$ cat src/sv/fez_pkg.sv
package fez_pkg;

    localparam int PLANE_MAX_DEF = 16384;
    localparam int ROW_MAX_DEF   = 256;
    localparam int FRAC_BITS_DEF = 24;

    localparam int ROW_LEN_W   = 9;
    localparam int PLANE_LEN_W = 15;
    localparam int CFG_DATA_W  = 16;

    localparam logic [ROW_LEN_W-1:0]   ROW_LENGTH_RST   = 9'd64;
    localparam logic [PLANE_LEN_W-1:0] PLANE_LENGTH_RST = 15'd4096;

    // work queue between the front and the back
    localparam int QUEUE_DEPTH = 4;

    typedef enum logic [0:0] {
        CFG_ROW_LENGTH   = 1'b0,
        CFG_PLANE_LENGTH = 1'b1
    } cfg_reg_t;

    typedef struct packed {
        logic signed [31:0] ez_old;
        logic signed [31:0] hx_here;
        logic signed [31:0] hy_here;
        logic signed [31:0] coef_keep;
        logic signed [31:0] coef_curl;
        logic signed [31:0] metric_x;
        logic signed [31:0] metric_y;
        logic               halo;
    } in_item_t;

    typedef struct packed {
        logic signed [31:0] ez_new;
        logic               saturated;
    } out_item_t;

    // one non-halo cell with its H differences already taken
    typedef struct packed {
        logic signed [31:0] ez_old;
        logic signed [31:0] coef_keep;
        logic signed [31:0] coef_curl;
        logic signed [31:0] metric_x;
        logic signed [31:0] metric_y;
        logic signed [32:0] dhy;
        logic signed [32:0] dhx;
    } work_item_t;

    typedef struct packed {
        logic push;
        logic full;
    } queue_wr_t;

endpackage

$ cat src/sv/fez_queue.sv
module fez_queue
    import fez_pkg::*;
(
    input  logic       clk,
    input  logic       rst_n,
    input  queue_wr_t  wr_in,
    output logic       full,
    input  work_item_t wr_item,
    input  logic       pop,
    output logic       empty,
    output work_item_t rd_item
);

    localparam int AW = $clog2(QUEUE_DEPTH);
    localparam int CW = $clog2(QUEUE_DEPTH + 1);

    work_item_t     slot_reg [QUEUE_DEPTH];
    logic [AW-1:0]  wr_ptr_reg, wr_ptr_next;
    logic [AW-1:0]  rd_ptr_reg, rd_ptr_next;
    logic [CW-1:0]  count_reg, count_next;

    assign full    = (count_reg == CW'(QUEUE_DEPTH));
    assign empty   = (count_reg == '0);
    assign rd_item = slot_reg[rd_ptr_reg];

    always_comb
    begin
        wr_ptr_next = wr_ptr_reg;
        rd_ptr_next = rd_ptr_reg;
        count_next  = count_reg;
        if (wr_in.push)
        begin
            wr_ptr_next = (wr_ptr_reg == AW'(QUEUE_DEPTH - 1)) ? '0 : wr_ptr_reg + AW'(1);
        end
        if (pop)
        begin
            rd_ptr_next = (rd_ptr_reg == AW'(QUEUE_DEPTH - 1)) ? '0 : rd_ptr_reg + AW'(1);
        end
        if (wr_in.push && !pop)
        begin
            count_next = count_reg + CW'(1);
        end
        else if (!wr_in.push && pop)
        begin
            count_next = count_reg - CW'(1);
        end
    end

    always_ff @(posedge clk or negedge rst_n)
    begin
        if (!rst_n)
        begin
            wr_ptr_reg <= '0;
            rd_ptr_reg <= '0;
            count_reg  <= '0;
        end
        else
        begin
            wr_ptr_reg <= wr_ptr_next;
            rd_ptr_reg <= rd_ptr_next;
            count_reg  <= count_next;
        end
    end

    always_ff @(posedge clk)
    begin
        if (wr_in.push)
        begin
            slot_reg[wr_ptr_reg] <= wr_item;
        end
    end

    a_no_push_full: assert property (@(posedge clk) disable iff (!rst_n)
        wr_in.push |-> !wr_in.full)
        else $error("push into full queue");

    a_no_pop_empty: assert property (@(posedge clk) disable iff (!rst_n)
        pop |-> !empty)
        else $error("pop from empty queue");

    a_count_up: assert property (@(posedge clk) disable iff (!rst_n)
        (wr_in.push && !pop) |=> count_reg == $past(count_reg) + CW'(1))
        else $error("queue count lost a transaction");

endmodule

$ cat config.mk
export PLATFORM = sky130hd
export DESIGN_NAME = fez_queue
export DESIGN_NICKNAME = d
export VERILOG_FILES = /design/src/sv/fez_pkg.sv /design/src/sv/fez_queue.sv
export SDC_FILE = /design/constraint.sdc
export NUM_CORES = 1
export LEC_CHECK = 0
export BUFFER_PORTS_ARGS = -buffer_cell sky130_fd_sc_hd__buf_2
export CORE_MARGIN = 5
export CORE_UTILIZATION = 50
export CTS_CLUSTER_DIAMETER = 30
export DETAILED_ROUTE_END_ITERATION = 10
export PLACE_DENSITY = 0.68
export SYNTH_ARGS = -nofsm -noshare
export SYNTH_HDL_FRONTEND = slang
export SYNTH_SLANG_ARGS = --single-unit
export TNS_END_PERCENT = 30
$ cat constraint.sdc
create_clock -name clk -period 8.54 [get_ports clk]
set_input_delay 0 -clock clk [delete_from_list [all_inputs] [get_ports clk]]
set_output_delay 0 -clock clk [all_outputs]
set_load 0.01 [all_outputs]
==> summary.txt <==
Synthesis
  • Average cell area after synthesis: 27.3 um2
  • Post-synthesis instance area: 33,300 um2
  • Cell accounting for the most synthesized area: sky130_fd_sc_hd__edfxtp_1
  • Area contributors post-synth: sky130_fd_sc_hd__edfxtp_1, sky130_fd_sc_hd__mux4_2, sky130_fd_sc_hd__buf_12
  • Synth cell types: 21
  • Flip-flop and latch count after synthesis: 911
  • Leading cell type by number of instances after synthesis: sky130_fd_sc_hd__edfxtp_1
  • Count of flip-flops with a built-in enable after synthesis: 904
  • Ys flop type: sky130_fd_sc_hd__edfxtp_1
  • Count of mapped cells out of synthesis: 1,218
  • Portion of the post-synthesis area used by sequential elements: 82.1%
  • Fraction of synthesized cell area taken by the top area cell type: 81.6%
  • Commonest cells in the netlist: sky130_fd_sc_hd__edfxtp_1, sky130_fd_sc_hd__mux4_2, sky130_fd_sc_hd__buf_12, sky130_fd_sc_hd__buf_2, sky130_fd_sc_hd__dfrtp_1
  • Synthesized netlist net count: 1,456
  • Synth warnings: 0
  • Ys async rst share: 0.768%

Critical path
  • Buffers and inverters on the worst path: 2
  • CP max-delay cell: sky130_fd_sc_hd__dfrtp_4
  • CP Max Fanout: 51
  • Data arrival at the endpoint of the critical path: 3.49 ns
  • Critical Path Start Type: register
  • Launch point of the worst reg-to-reg path: wr_ptr_reg[0]$_DFFE_PN0P_
  • Sequence of cells on the critical path: buf_4 -> mux4_2 -> buf_2
  • Critical setup path kind: register to output pin
  • Worst endpoint required time: 8.54 ns
  • Endpoint of the most critical register-to-register path: slot_reg[2][171]$_DFFE_PP_
  • Element type at the critical path end: output pin
  • Largest delay share family, worst path: buffers and inverters
  • CP max stage delay: 1.06 ns
  • Logic depth of the worst register-to-register path: 4
  • Reg2reg setup slack: 5.62 ns

Power
  • Leakage power of the design: 15.3 nW
  • P per Cell Area: 359 nW/um2
  • Largest vdd supply drop: 0.000248 V

Die
  • Site Rows: 94
  • Die width: 268 um
  • Floorplan Core Area: 65,900 um2
  • Die Footprint: 71,800 um2
  • Die Span Y: 268 um
  • Initial Util: 50.5%
  • Top-level port count: 459

Timing
  • Transition time of the tightest slew-check pin: 1.10 ns
  • Maximum achievable frequency: 287 MHz
  • Share of the clock period used by the worst path after layout: 40.8%
  • Max Slew Vio Count: 0
  • Headroom to the max-slew limit: 26.6%
  • Post-route setup slack: 5.05 ns
  • Final clock skew: 0.0218 ns
  • Final setup violation count: 0
  • Setup TNS Final: 0 ns
  • Clock period minus worst slack: 3.49 ns
  • Unrepaired setup endpoints after global routing: no
  • Endpoints failing hold: 0

Detailed routing
  • 1st-pass router iterations: 5
  • Overall routed net length: 71,100 um
  • Via count: 16,188
  • First DRT Iteration DRCs: 1,092
  • Drt via density: 5.34
  • Antenna-violating nets left: 0
  • DRC errors left: 0
  • Detailed-route wire length per cell: 23.4 um

Min path
  • Depth of the worst hold-timing path: 2
  • Endpoint of the worst hold path: slot_reg[3][202]$_DFFE_PP_
  • Hold Crit Start: wr_item[202]
  • Tightest Hold Check Type: primary input to register

Clocking
  • Clock tree sinks: 911
  • Number of buffers inserted during clock tree synthesis: 149
  • Cell chosen for the clock root: sky130_fd_sc_hd__clkbuf_16
  • Clock tree from TritonCTS: built
  • Max clock buf depth: 3
  • Setup Fix Bufs, Post-CTS: 0
  • Clock Pin Slew Worst Setup and Hold Paths: 0.05 ns
  • Later-pin clock latency in the skew report: 0.71 ns
  • H-tree lvl count: 4

Layout
  • Area added between synthesis and finish: 31.8%
  • Share of layout cells above drive strength 1: 43.6%
  • Final nets: 2,284
  • Largest register FFs: 904

Global route
  • Total Routing Usage GR: 19.8%
  • Total global routing overflow: 0
  • Met3 Track Usage GR: 6.79%
  • GR Util met2: 32.7%
  • Number of antenna violations at the first check in global routing: 7
  • Maximum number of pins on one net before global-route repair: 120
  • Wire length of the first global-routing pass: 106,000 um
  • Busiest layer in global routing: met2
  • Met1 layer usage reported by global route: 24.6%
  • Vias in the first global route: 17,751

Run
  • Max Cap Violations: 0

Placed design
  • Final HPWL DP: 37,900 um
  • Placement Setup Slack: 5.54 ns
  • GPL Wtd Cong: 0.751
  • Input/output buffers: 457

Outcome
  • Status: finished clean
==> worst max-delay path by stage <==
stage / start / end / slack, ns / cells past startpoint
after floorplan: wr_ptr_reg[0]$_DFFE_PN0P_ / slot_reg[2][0]$_DFFE_PP_ / 2.17 / 3
after global placement: rd_ptr_reg[0]$_DFFE_PN0P_ / rd_item[209] / 5.57 / 3
after detailed placement: wr_ptr_reg[0]$_DFFE_PN0P_ / slot_reg[2][175]$_DFFE_PP_ / 5.54 / 4
after CTS: rd_ptr_reg[0]$_DFFE_PN0P_ / rd_item[47] / 4.79 / 3
after global routing: rd_ptr_reg[0]$_DFFE_PN0P_ / rd_item[18] / 4.62 / 3
final: rd_ptr_reg[0]$_DFFE_PN0P_ / rd_item[18] / 5.05 / 3
==> timing repair <==
item / 4_1_cts / 5_1_grt
endpoints found under the hold margin: 918 / 0
resized for setup: 0 / 0
hold buffers: 252 / 0
endpoints found under the setup margin: 0 / 0
==> through the flow <==
step / total power, mW / util (%) / instance area (um2) / hold slack [ns] / std cells
2_1_floorplan: 8.71 / - / 33300 / -0.296 / 1218
5_1_grt: 16.4 / 66.6 / 43800 / 0.0232 / 3032
6_report: 15.7 / 66.6 / 43800 / 0.0444 / 3034
4_1_cts: 15.9 / 66.5 / 43800 / 0.000250 / 3028
3_3_place_gp: 9.75 / 55.0 / 36200 / -0.163 / 2507
3_5_place_dp: 9.80 / 55.0 / 36200 / -0.152 / 2507
==> power breakdown <==
part | internal, mW | total, mW | switching (mW) | leakage (nW)
Combinational | 1.71 | 3.72 | 2.01 | 4.50
Sequential | 5.75 | 6.03 | 0.279 | 8.38
Clock | 3.92 | 5.99 | 2.07 | 2.46
==> area by class of cell <==
type / instances / area [um2]
Sequential cell: 911 / 27300
Fill cell: 4115 / 22000
Multi-Input combinational cell: 252 / 5320
Timing Repair Buffer: 728 / 4980
Clock buffer: 165 / 3830
Clock inverter: 104 / 1270
Tap cell: 864 / 1080
Inverter: 4 / 15.0
Antenna cell: 6 / 15.0
==> worst reg2reg max path, stage by stage, from the launching register on <==
cell	delay, ns
sky130_fd_sc_hd__dfrtp_1	0.41
sky130_fd_sc_hd__inv_1	0.12
sky130_fd_sc_hd__ha_1	0.16
sky130_fd_sc_hd__and2_4	0.78
sky130_fd_sc_hd__buf_4	0.95
==> routing by layer <==
metal  share of wire (%)  routed length (um)  vias to the layer above
li1                    -                   -                     7038
met1                  38               26900                     8383
met2                  51               36100                      597
met3                 8.2                5810                      164
met4                 3.2                2270                        6
met5               0.059                  42                        -
==> cell families after synthesis <==
family          Yosys count  share of synthesized area [%]
buf+inv                  55                           1.89
simple gates             11                          0.169
fa+ha+maj                 7                          0.286
mux                     229                           15.4
flops                   911                           82.1
xor+xnor                  3                         0.0790
compound gates            2                         0.0301
==> placed cells by master, fill, tap and decap left out, types with 14 or more instances in the layout <==
cell and count:
sky130_fd_sc_hd__clkinv_2 21, sky130_fd_sc_hd__clkbuf_16 151, sky130_fd_sc_hd__bufinv_16 22, sky130_fd_sc_hd__buf_2 457
sky130_fd_sc_hd__clkinv_1 23, sky130_fd_sc_hd__dlygate4sd3_1 252, sky130_fd_sc_hd__mux4_2 226, sky130_fd_sc_hd__clkbuf_1 14
sky130_fd_sc_hd__buf_4 17, sky130_fd_sc_hd__edfxtp_1 904
No activity file was read; power rests on OpenSTA's default activity.
